--- config.mk ---
export PLATFORM = sky130hd
export DESIGN_NAME = two_axis_step_pulse_generator
export DESIGN_NICKNAME = d
export VERILOG_FILES = /design/src/rtl/core/tasp_pkg.sv /design/src/rtl/core/tasp_ctrl.sv /design/src/rtl/core/tasp_dpath.sv /design/src/rtl/core/two_axis_step_pulse_generator.sv
export SDC_FILE = /design/constraint.sdc
export NUM_CORES = 1
export LEC_CHECK = 0
export ABC_AREA = 1
export BUFFER_PORTS_ARGS = -buffer_cell sky130_fd_sc_hd__buf_2
export CAP_MARGIN = 20
export CORE_MARGIN = 2
export CORE_UTILIZATION = 56
export CTS_CLUSTER_DIAMETER = 60
export DETAILED_ROUTE_END_ITERATION = 7
export HOLD_SLACK_MARGIN = 0.12
export PLACE_DENSITY_LB_ADDON = 0.15
export REMOVE_ABC_BUFFERS = 1
export SLEW_MARGIN = 0
export SYNTH_ARGS = -nofsm -noshare
export SYNTH_HDL_FRONTEND = slang
export SYNTH_SLANG_ARGS = --single-unit
export TNS_END_PERCENT = 100
--- constraint.sdc ---
create_clock -name clk -period 4.7 [get_ports clk]
set_input_delay 0.94 -clock clk [delete_from_list [all_inputs] [get_ports clk]]
set_output_delay 0.94 -clock clk [all_outputs]
set_load 0.1 [all_outputs]
--- src/rtl/core/tasp_pkg.sv ---
// ----------------------------------------------------------------------------
// tasp_pkg
// Shared types and constants for the two-axis step pulse generator.
// ----------------------------------------------------------------------------
package tasp_pkg;

  localparam int SPEED_BITS   = 8;
  localparam int TICK_BITS    = 8;
  localparam int OUT_POS_BITS = 32;
  localparam int DIV_STEPS    = SPEED_BITS;
  localparam logic [SPEED_BITS-1:0] SPEED_FULL = '1;

  typedef enum logic [1:0] {
    OP_TICK = 2'd0,
    OP_FWD  = 2'd1,
    OP_REV  = 2'd2,
    OP_STOP = 2'd3
  } op_t;

  localparam logic AXIS_LINEAR  = 1'b0;
  localparam logic AXIS_ANGULAR = 1'b1;

  typedef struct packed {
    logic load;
    logic div_step;
    logic exec;
  } ctrl_cmd_t;

endpackage

--- src/rtl/core/tasp_ctrl.sv ---
// ----------------------------------------------------------------------------
// tasp_ctrl
// Sequencer: accept a beat, run the interval divider for run commands,
// apply the beat to the axis state and hold the result beat.
// ----------------------------------------------------------------------------
module tasp_ctrl
  import tasp_pkg::*;
(
  input  logic       clk,
  input  logic       rst,
  input  logic       in_valid,
  output logic       in_stall,
  input  logic [1:0] opcode,
  output logic       out_valid,
  input  logic       out_stall,
  output ctrl_cmd_t  cmd
);

  localparam int CNT_BITS = $clog2(DIV_STEPS);
  localparam logic [CNT_BITS-1:0] CNT_LAST = CNT_BITS'(DIV_STEPS - 1);

  typedef enum logic [1:0] {
    S_IDLE,
    S_DIV,
    S_EXEC,
    S_HOLD
  } state_t;

  state_t              state;
  logic [CNT_BITS-1:0] step_cnt;
  logic                is_run;

  assign is_run   = (opcode == OP_FWD) || (opcode == OP_REV);
  assign in_stall = rst || (state != S_IDLE);

  always_comb begin
    cmd          = '0;
    cmd.load     = (state == S_IDLE) && in_valid;
    cmd.div_step = (state == S_DIV);
    cmd.exec     = (state == S_EXEC);
  end

  always_ff @(posedge clk) begin
    if (rst) begin
      state     <= S_IDLE;
      step_cnt  <= '0;
      out_valid <= 1'b0;
    end else begin
      unique case (state)
        S_IDLE: begin
          if (in_valid) begin
            step_cnt <= '0;
            state    <= is_run ? S_DIV : S_EXEC;
          end
        end
        S_DIV: begin
          step_cnt <= step_cnt + 1'b1;
          if (step_cnt == CNT_LAST) begin
            state <= S_EXEC;
          end
        end
        S_EXEC: begin
          out_valid <= 1'b1;
          state     <= S_HOLD;
        end
        S_HOLD: begin
          if (!out_stall) begin
            out_valid <= 1'b0;
            state     <= S_IDLE;
          end
        end
        default: state <= S_IDLE;
      endcase
    end
  end

endmodule

--- src/rtl/core/tasp_dpath.sv ---
// ----------------------------------------------------------------------------
// tasp_dpath
// Axis state, bit-serial interval divider and result registers.
// ----------------------------------------------------------------------------
module tasp_dpath
  import tasp_pkg::*;
#(
  parameter int POSITION_BITS = 32
) (
  input  logic                    clk,
  input  logic                    rst,
  input  ctrl_cmd_t               cmd,
  input  logic [1:0]              opcode,
  input  logic                    axis,
  input  logic [SPEED_BITS-1:0]   speed_code,
  output logic                    linear_step,
  output logic                    linear_dir,
  output logic                    angular_step,
  output logic                    angular_dir,
  output logic [OUT_POS_BITS-1:0] linear_position,
  output logic [OUT_POS_BITS-1:0] angular_position
);

  op_t                   op_q;
  logic                  axis_q;
  logic [SPEED_BITS-1:0] code_q;
  logic [SPEED_BITS-1:0] div_rem;
  logic [SPEED_BITS-1:0] div_quo;
  logic [SPEED_BITS:0]   rem_shift;
  logic                  rem_ge;

  logic [SPEED_BITS-1:0]    interval [2];
  logic                     halted   [2];
  logic                     forward  [2];
  logic [TICK_BITS-1:0]     ticks    [2];
  logic [POSITION_BITS-1:0] count    [2];
  logic                     pin_dir  [2];
  logic                     step     [2];
  logic [TICK_BITS-1:0]     ticks_next [2];
  logic                     fire     [2];

  assign rem_shift = {div_rem, div_quo[SPEED_BITS-1]};
  assign rem_ge    = (rem_shift >= {1'b0, code_q});

  always_ff @(posedge clk) begin
    if (cmd.load) begin
      op_q    <= op_t'(opcode);
      axis_q  <= axis;
      code_q  <= speed_code;
      div_rem <= '0;
      div_quo <= SPEED_FULL;
    end else if (cmd.div_step) begin
      div_rem <= rem_ge ? SPEED_BITS'(rem_shift - {1'b0, code_q})
                        : rem_shift[SPEED_BITS-1:0];
      div_quo <= {div_quo[SPEED_BITS-2:0], rem_ge};
    end
  end

  for (genvar i = 0; i < 2; i++) begin : g_axis
    localparam logic AX_ID   = (i == 1) ? AXIS_ANGULAR : AXIS_LINEAR;
    localparam logic FWD_RST = (i == 1);

    assign ticks_next[i] = ticks[i] + 1'b1;
    assign fire[i]       = (ticks_next[i] >= interval[i]) && !halted[i];

    always_ff @(posedge clk) begin
      if (rst) begin
        interval[i] <= '0;
        halted[i]   <= 1'b0;
        forward[i]  <= FWD_RST;
        ticks[i]    <= '0;
        count[i]    <= '0;
        pin_dir[i]  <= 1'b0;
        step[i]     <= 1'b0;
      end else if (cmd.exec) begin
        step[i] <= 1'b0;
        if (op_q == OP_TICK) begin
          step[i] <= fire[i];
          if (fire[i]) begin
            pin_dir[i] <= forward[i];
            ticks[i]   <= '0;
            count[i]   <= forward[i] ? count[i] + 1'b1 : count[i] - 1'b1;
          end else begin
            ticks[i] <= ticks_next[i];
          end
        end else if (axis_q == AX_ID) begin
          if (op_q == OP_STOP) begin
            halted[i] <= 1'b1;
          end else begin
            halted[i]   <= 1'b0;
            forward[i]  <= (op_q == OP_FWD);
            interval[i] <= div_quo;
          end
        end
      end
    end
  end

  if (POSITION_BITS >= OUT_POS_BITS) begin : g_pos_trunc
    assign linear_position  = count[0][OUT_POS_BITS-1:0];
    assign angular_position = count[1][OUT_POS_BITS-1:0];
  end else begin : g_pos_ext
    assign linear_position  = {{(OUT_POS_BITS-POSITION_BITS){1'b0}}, count[0]};
    assign angular_position = {{(OUT_POS_BITS-POSITION_BITS){1'b0}}, count[1]};
  end

  assign linear_step  = step[0];
  assign angular_step = step[1];
  assign linear_dir   = pin_dir[0];
  assign angular_dir  = pin_dir[1];

endmodule

--- src/rtl/core/two_axis_step_pulse_generator.sv ---
// ----------------------------------------------------------------------------
// two_axis_step_pulse_generator
// Step and direction generator for a linear and an angular stepper axis.
// ----------------------------------------------------------------------------
// Each input beat is a tick or a run/stop command for one axis, and each
// gives one output beat with both step pulses, direction pins and positions.
// One beat is handled at a time. A tick or stop beat is accepted, applied
// and presented; a run beat is accepted, then its step interval
// floor(255/speed_code) comes from a restoring divider that resolves one
// quotient bit per cycle, before it is applied and presented. A stalled
// output holds the beat until it is taken. Positions wrap modulo
// 2^POSITION_BITS; the ports carry the low 32 bits, zero-extended if fewer.
module two_axis_step_pulse_generator
  import tasp_pkg::*;
#(
  parameter int POSITION_BITS = 32
) (
  input  logic                    clk,
  input  logic                    rst,
  input  logic                    in_valid,
  output logic                    in_stall,
  input  logic [1:0]              opcode,
  input  logic                    axis,
  input  logic [SPEED_BITS-1:0]   speed_code,
  output logic                    out_valid,
  input  logic                    out_stall,
  output logic                    linear_step,
  output logic                    linear_dir,
  output logic                    angular_step,
  output logic                    angular_dir,
  output logic [OUT_POS_BITS-1:0] linear_position,
  output logic [OUT_POS_BITS-1:0] angular_position
);

  ctrl_cmd_t cmd;

  tasp_ctrl u_ctrl (
    .clk       (clk),
    .rst       (rst),
    .in_valid  (in_valid),
    .in_stall  (in_stall),
    .opcode    (opcode),
    .out_valid (out_valid),
    .out_stall (out_stall),
    .cmd       (cmd)
  );

  tasp_dpath #(
    .POSITION_BITS (POSITION_BITS)
  ) u_dpath (
    .clk              (clk),
    .rst              (rst),
    .cmd              (cmd),
    .opcode           (opcode),
    .axis             (axis),
    .speed_code       (speed_code),
    .linear_step      (linear_step),
    .linear_dir       (linear_dir),
    .angular_step     (angular_step),
    .angular_dir      (angular_dir),
    .linear_position  (linear_position),
    .angular_position (angular_position)
  );

endmodule
==> summary.txt, run 1 <==
Outcome
  – Status: finished clean

Timing
  – Clk_skew: 0.00745 ns
  – RSZ-0062 raised after global routing: no
  – Setup tns final: 0 ns
  – Max Slew Vio Count: 0
  – Peak Freq: 0.297 GHz
  – Fin. Hold Viols: 0
  – Final setup violation count: 0
  – Final min period: 3.36 ns
  – Period utilization: 0.715
  – Worst slew margin: 0.368
  – Worst Tran Pin Value: 0.947 ns
  – WHS: 0.470 ns

Route
  – Post-DRT Antenna Nets: 0
  – Drt total wl: roughly 25000 um
  – Drt via density: 5.00
  – DRT Pass-1 Iters: 5
  – Via count: 9781
  – DR iter-0 viols: 605
  – WL/cell: about 13 um
  – Post-route DRC: 0

Critical path
  – Crit path buf inv count: 1
  – Critical path launch point type: flip-flop
  – Worst endpoint data arrival time: between 3 and 4 ns
  – Crit path cell chain: nand3_1, nand3b_1, nand3b_1, xor2_1, inv_1, ha_1, nand2_1, nor2_1, nand4_1, nand3_1, nand4_2, a21oi_1
  – Reg2reg setup slack: 1.34 ns
  – R2r startpoint: u_dpath.ticks[1][0]$_SDFFCE_PN0P_
  – Max incr delay on CP: 0.64 ns
  – Worst path depth: 12
  – Critical path's top delay family: simple AND/OR/NAND/NOR gates
  – Critical path fanouts, max: 25
  – Max stage delay cell, worst path: nand4_2
  – Crit path launch: u_dpath.ticks[1][0]$_SDFFCE_PN0P_
  – Worst-case reg-to-reg path depth: 12
  – R2R Path End: u_dpath.count[1][4]$_SDFFCE_PN0P_
  – Crit path capture: u_dpath.count[1][4]$_SDFFCE_PN0P_
  – Worst Setup Path Type: reg -> reg
  – WP data required: roughly 5 ns
  – CP Capture Type: flip-flop

CTS
  – Clock transition at the registers of the reported paths: 0.06 ns
  – Max clock buf depth: 2
  – H-tree Lvls: 4
  – Clk sink count: 137
  – Hold-fix buffers, CTS: 0
  – Clk_lat worst skew: between 0.4 and 0.5 ns
  – CTS tree: yes
  – Root Buffer: clkbuf_16
  – Cts bufs inserted: 17
  – Setup repair bufs after CTS: 0
  – Post-cts sizing count: 0

Synth
  – Synth top area cells: edfxtp_1 31%, nand2_1 17%, ha_1 10%
  – Yosys top cell by area: edfxtp_1
  – Synth cell types: 40
  – Syn Area/Cell: between 6 and 7 um2
  – Synth Register Bits: 137
  – Synth warn: 0
  – Post-synth top area share: 0.311
  – Cells after Synth: 1578
  – Synthesized cell area: between 10000 and 15000 um2
  – Register area share after synthesis: 0.353

Cells and area
  – Commonest non-fill, non-tap cell in the layout: nand2_1
  – Share of cells above drive strength 1: 0.108
  – Area delta synth->final: 12.2%
  – Filler cells: ~1800
  – Fin util: 0.638
  – Commonest cells after routing, fill and taps aside: 503 x nand2_1, 304 x inv_1, 176 x nor2_1
  – Cell area after layout: 12300 um2
  – Nets: 1787
  – # diodes: 0

Placement
  – Final RePlAce weighted congestion: a little over 0.9
  – Port bufs: 84
  – DP Wirelength: 19500 um
  – Area after DPL: around 12000 um2

GRT
  – GR Util All Layers: 0.250
  – Pin count of the biggest net entering global routing: 34
  – Initial antenna violation count: 0
  – Total gr overflow: 0
  – Number of global-route vias before repair: 9034
  – First-pass GRT wire length: 41100 um

Die
  – Die Y: 144 um
  – Die area: 20800 um2
  – Initial Util: 0.568
  – # rows: 51
  – # IOs: 85
  – Die width: 144 um
  – Core area: between 15000 and 20000 um2

Power and ir drop
  – Maximum vdd drop: roughly 0.27 mV
  – Power density over the cells: a little under 400 nW/um2
  – LEAKAGE: 6.65 nW

Min path
  – Hold crit path type: reg -> reg
  – Hold path depth: 2

Flow run
  – Max cap viols: 0
## layout make-up
class	instances	area, um2	share of cell area
flip-flops and latches	137	3880	0.315
well taps	265	332	0.0269
clock inverters	12	113	0.00913
repair buffers	89	470	0.0382
clock buffers	20	457	0.0370
multi-input cells	1111	5870	0.476
inverters	321	1210	0.0978
## worst min path at each step
| stage | startpoint | to | slack (ns) |
|---|---|---|---|
| 3_3_place_gp | u_dpath.div_quo[1]$_SDFFE_PP1P_ | u_dpath.div_quo[2]$_SDFFE_PP1P_ | 0.45 |
| 2_1_floorplan | u_ctrl.step_cnt[1]$_SDFFE_PP0P_ | u_ctrl.step_cnt[1]$_SDFFE_PP0P_ | 0.44 |
| 6_report | u_ctrl.out_valid$_SDFFE_PP0P_ | u_ctrl.out_valid$_SDFFE_PP0P_ | 0.47 |
| 5_1_grt | u_ctrl.out_valid$_SDFFE_PP0P_ | u_ctrl.out_valid$_SDFFE_PP0P_ | 0.49 |
| 4_1_cts | u_dpath.div_quo[2]$_SDFFE_PP1P_ | u_dpath.div_quo[3]$_SDFFE_PP1P_ | 0.47 |
| 3_5_place_dp | u_dpath.div_quo[2]$_SDFFE_PP1P_ | u_dpath.div_quo[3]$_SDFFE_PP1P_ | 0.46 |
## power by group
group          leakage [nW]  total, mW  internal (mW)  switching, mW
combinational          5.02       1.87          0.557           1.32
sequential             1.36       1.58           1.48         0.0953
clock                 0.267       1.31          0.759          0.553
## through the flow
step,setup WS (ns),total power [mW],instances
floorplan,0.0463,3.07,1569
global placement,1.49,3.43,1922
detailed placement,1.36,3.45,1922
CTS,1.32,4.76,1954
global route,1.09,5.07,1955
finish,1.34,4.76,1955
## tightest hold or removal path: stages (launching register included)
cell	delay, ns
dfxtp_1	0.33
a21oi_1	0.04
nor2_1	0.07
## synthesized netlist by cell type (all sizes together)
| cell type | count |
|---|---|
| a211oi | 1 |
| a21boi | 2 |
| a21o | 5 |
| a21oi | 88 |
| and2 | 6 |
| and3 | 3 |
| buf | 4 |
| clkbuf | 5 |
| clkinv | 3 |
| dfxtp | 23 |
| edfxtp | 114 |
| fa | 3 |
| ha | 92 |
| inv | 318 |
| nand2 | 522 |
| nand3 | 85 |
| nand3b | 9 |
| nand4 | 15 |
| nor2 | 193 |
| nor3 | 17 |
| o211ai | 9 |
| o21a | 2 |
| o21ai | 9 |
| o21bai | 6 |
| or2 | 3 |
| xnor2 | 5 |
| xor2 | 36 |
## per-layer routing
metal	part of all wire	GRT usage	up-vias
met5	0	0	-
met4	0.020	0.0857	0
met3	0.043	0.0338	40
met2	0.47	0.418	219
met1	0.47	0.335	4378
li1	-	-	5144
## state kept, by name, summed over array words and instances (netlist names)
signal and flops:
u_dpath.step 2, u_dpath.ticks 16, u_ctrl.step_cnt 3, u_dpath.code_q 8, u_dpath.count 64, u_ctrl.out_valid 1
u_dpath.div_rem 8, u_dpath.op_q 2, u_dpath.axis_q 1, u_ctrl.state 2, u_dpath.div_quo 8, u_dpath.halted 2
u_dpath.pin_dir 2, u_dpath.forward 2, u_dpath.interval 16
## kinds of logic (layout without fill, tap and decap cells)
logic type | after synthesis | after routing | share of synthesized area
flip-flops | 137 | 137 | 0.353
XOR/XNOR | 41 | 41 | 0.0327
adder cells (fa/ha/maj) | 95 | 95 | 0.110
buffers and inverters | 330 | 442 | 0.114
AO/OA/AOI/OAI | 122 | 122 | 0.0612
AND/OR/NAND/NOR | 853 | 853 | 0.329
Power figures use the tool's default switching activity.
==> inputs of run 2 (changes only) <==
--- a/config.mk
+++ b/config.mk
@@ -5,11 +5,11 @@
 export SDC_FILE = /design/constraint.sdc
 export NUM_CORES = 1
 export LEC_CHECK = 0
-export ABC_AREA = 1
+export ABC_AREA = 0
 export BUFFER_PORTS_ARGS = -buffer_cell sky130_fd_sc_hd__buf_2
 export CAP_MARGIN = 20
 export CORE_MARGIN = 2
-export CORE_UTILIZATION = 56
+export CORE_UTILIZATION = 60
 export CTS_CLUSTER_DIAMETER = 60
 export DETAILED_ROUTE_END_ITERATION = 7
 export HOLD_SLACK_MARGIN = 0.12
==> constraint.sdc (replaced) <==
create_clock -name clk -period 3.4 [get_ports clk]
set_input_delay 0.68 -clock clk [delete_from_list [all_inputs] [get_ports clk]]
set_output_delay 0.68 -clock clk [all_outputs]
set_load 0.1 [all_outputs]
==> run 2 against run 1 <==
Against the previous run:
- design area shrank 17%
- hold slack lost 0.039 ns
- sequential share of layout area grew 6.5 points
- power grew 47%
- fmax grew 2.1%
==> summary.txt, run 2 <==
Placement
  – Final RePlAce weighted congestion: 0.882 (-3.8%)
  – Post-Place Setup Slack: 0.0375 ns (-1.33 ns)
  – Area after DPL: 9610 um2 (-18%)
  – DP Wirelength: 12900 um (-34%)
  – Port bufs: 84 (unchanged)

Critical path
  – Critical path launch point type: flip-flop
  – Critical path's top delay family: compound AO/OA/AOI/OAI gates
  – Reg2reg setup slack: 0.11 ns (-1.23 ns)
  – Max stage delay cell, worst path: dfxtp_2
  – WP data required: 3.56 ns (-1.39 ns)
  – Worst-case reg-to-reg path depth: 14 (+2)
  – Worst path depth: 14 (+2)
  – Crit path buf inv count: 3 (+2)
  – Max incr delay on CP: 0.35 ns (-0.29 ns)
  – Worst Setup Path Type: reg -> reg
  – CP Capture Type: flip-flop
  – Worst endpoint data arrival time: 3.46 ns (-0.15 ns)
  – Critical path fanouts, max: 7 (-72%)
  – Crit path cell chain: clkinvlp_4, buf_6, buf_4, ha_1, a21oi_1, a21boi_0, a211o_1, a221o_1, a311o_1, a21o_1, a21oi_2, o21ai_1, xnor2_1, nor2_1

Route
  – Via count: 6699 (-32%)
  – WL/cell: 15.1 um (+17%)
  – Drt total wl: 17800 um (-29%)
  – Post-DRT Antenna Nets: 0 (unchanged)
  – DR iter-0 viols: 410 (-32%)
  – Drt via density: 5.67 (+13%)
  – DRT Pass-1 Iters: 5 (unchanged)
  – Post-route DRC: 0 (unchanged)

CTS
  – H-tree Lvls: 4 (unchanged)
  – Hold-fix buffers, CTS: 0 (unchanged)
  – Cts bufs inserted: 17 (unchanged)
  – Clk_lat worst skew: 0.42 ns (-0.02 ns)
  – Root Buffer: clkbuf_16
  – CTS tree: yes
  – Max clock buf depth: 2 (unchanged)
  – Clock transition at the registers of the reported paths: 0.06 ns (about the same)
  – Clk sink count: 137 (unchanged)

GRT
  – Total gr overflow: 0 (unchanged)
  – Number of global-route vias before repair: 6449 (-29%)
  – First-pass GRT wire length: 29500 um (-28%)
  – GR Util All Layers: 0.229 (-0.0208)
  – Pin count of the biggest net entering global routing: 34 (unchanged)
  – Initial antenna violation count: 0 (unchanged)

Die
  – Core area: 14400 um2 (-25%)
  – Die area: 15600 um2 (-25%)
  – Initial Util: 0.610 (+0.0414)
  – # rows: 44 (-14%)
  – Die Y: 125 um (-13%)
  – # IOs: 85 (unchanged)
  – Die width: 125 um (-13%)

Cells and area
  – Biggest register: u_dpath.count
  – Max reg flops: 64 (unchanged)
  – Commonest non-fill, non-tap cell in the layout: edfxtp_1
  – Seq. cell area: 3880 um2 (about the same)
  – Nets: 1095 (-39%)
  – Share of cells above drive strength 1: 0.167 (+0.0591)
  – Largest regs: u_dpath.count (64), u_dpath.interval (16), u_dpath.ticks (16)
  – Combined area of the multi-input logic cells: 4710 um2 (-20%)
  – Filler cells: 1102 (-38%)
  – Area delta synth->final: 16.4%
  – Cell area after layout: 10200 um2 (-17%)
  – Commonest cells after routing, fill and taps aside: 114 x edfxtp_1, 92 x nor2_1, 91 x ha_1
  – # diodes: 0 (unchanged)

Synth
  – Most frequent cell after synthesis: edfxtp_1
  – Number of flops mapped to enable cells by yosys: 114 (unchanged)
  – Synthesized cell area: 8800 um2 (-20%)
  – Synth Register Bits: 137 (unchanged)
  – Yosys top cell by area: edfxtp_1
  – Synth top area cells: edfxtp_1 39%, ha_1 13%, dfxtp_1 5.2%
  – Async SR Flop Fraction: 0 (unchanged)
  – Cells after Synth: 867 (-45%)
  – Synth cell types: 55 (+38%)
  – Most frequent cells after synthesis: 114 x edfxtp_1, 92 x ha_1, 92 x nor2_1, 67 x a21oi_1, 52 x nand2_1
  – Post-synth top area share: 0.389 (+0.0777)
  – Synth warn: 0 (unchanged)
  – Syn Area/Cell: 10.1 um2 (+46%)
  – Register area share after synthesis: 0.442 (+0.0882)
  – Primary FF master, synth: edfxtp_1

Outcome
  – Status: finished clean

Timing
  – Worst Tran Pin Value: 0.986 ns (+0.0396 ns)
  – Period utilization: 0.968 (+0.253)
  – Final setup violation count: 0 (unchanged)
  – Clk_skew: 0.00902 ns (+0.00157 ns)
  – Final min period: 3.29 ns (-0.0696 ns)
  – RSZ-0062 raised after global routing: yes
  – Fin worst setup slack: 0.108 ns (-1.23 ns)
  – Max Slew Vio Count: 0 (unchanged)
  – Peak Freq: 0.304 GHz (+2.1%)
  – Worst slew margin: 0.338 (-0.0301)
  – Fin. Hold Viols: 0 (unchanged)

Power and ir drop
  – LEAKAGE: 4.51 nW (-32%)
  – Power, Total: 7.01 mW (+47%)
  – Power density over the cells: 684 nW/um2 (+77%)
  – Maximum vdd drop: 0.551 mV (+110%)

Min path
  – Hold path depth: 1 (-1)
  – Hold crit path type: in -> reg

Flow run
  – Max cap viols: 0 (unchanged)
[run 2: cell count changes in the layout (fill, tap and decap cells not counted), moves of 25 or more]
cell     before  now
nand2_1     503   52
inv_1       304   39
nor2_1      176   92
nand3_1      81   23
xnor2_1       5   43
a21o_1        5   38
o21ai_0       8   41
buf_4         4   35
nor2b_1       0   25
[run 2: cells by family after synthesis]
group,synth area share
AO/OA/AOI/OAI,0.154
AND/OR/NAND/NOR,0.149
XOR/XNOR,0.0787
adder cells (fa/ha/maj),0.138
multiplexers,0.0125
flip-flops,0.442
buffers and inverters,0.0266
[run 2: final timing paths]
check | startpoint | to
max reg2reg | u_dpath.forward[1]$_DFF_P_ | u_dpath.count[1][30]$_SDFFCE_PN0P_
min | speed_code[5] | u_dpath.code_q[5]$_DFFE_PP_
max | u_dpath.forward[1]$_DFF_P_ | u_dpath.count[1][30]$_SDFFCE_PN0P_
min reg2reg | u_dpath.div_quo[5]$_SDFFE_PP1P_ | u_dpath.div_quo[6]$_SDFFE_PP1P_
[run 2: final cells by class]
type / instances / share of cell area
Sequential cell: 137 / 0.380
Inverter: 41 / 0.0154
Multi-Input combinational cell: 668 / 0.460
Clock buffer: 23 / 0.0488
Timing Repair Buffer: 120 / 0.0678
Clock inverter: 9 / 0.00575
Tap cell: 184 / 0.0225
[run 2: power breakdown]
part           internal, mW  switching, mW  leakage, nW
Combinational          1.01           1.99         2.90
Clock                  1.03          0.696        0.284
Sequential             2.11          0.164         1.33
[run 2: metal layers]
layer  global-route usage  vias to the layer above  wire length, um
li1                     -                     3403                -
met2                0.379                      149             8440
met1                0.307                     3122             8310
met3               0.0466                       25              832
met4               0.0706                        0              248
met5                    0                        -                0
[run 2: metrics by stage]
step	util	hold WS, ns	TNS (ns)	cells
after floorplan	-	0.458	-1.23	846
after detailed placement	0.667	0.484	0	1147
after global placement	0.667	0.475	0	1147
after global routing	0.710	0.416	-0.0506	1182
final	0.710	0.430	0	1182
after CTS	0.705	0.415	0	1179
[run 2: what timing repair did]
item	in CTS	in global routing
endpoints found under the hold margin	0	0
gates resized for setup	0	13
setup endpoints to repair	0	9
setup buffers	0	3
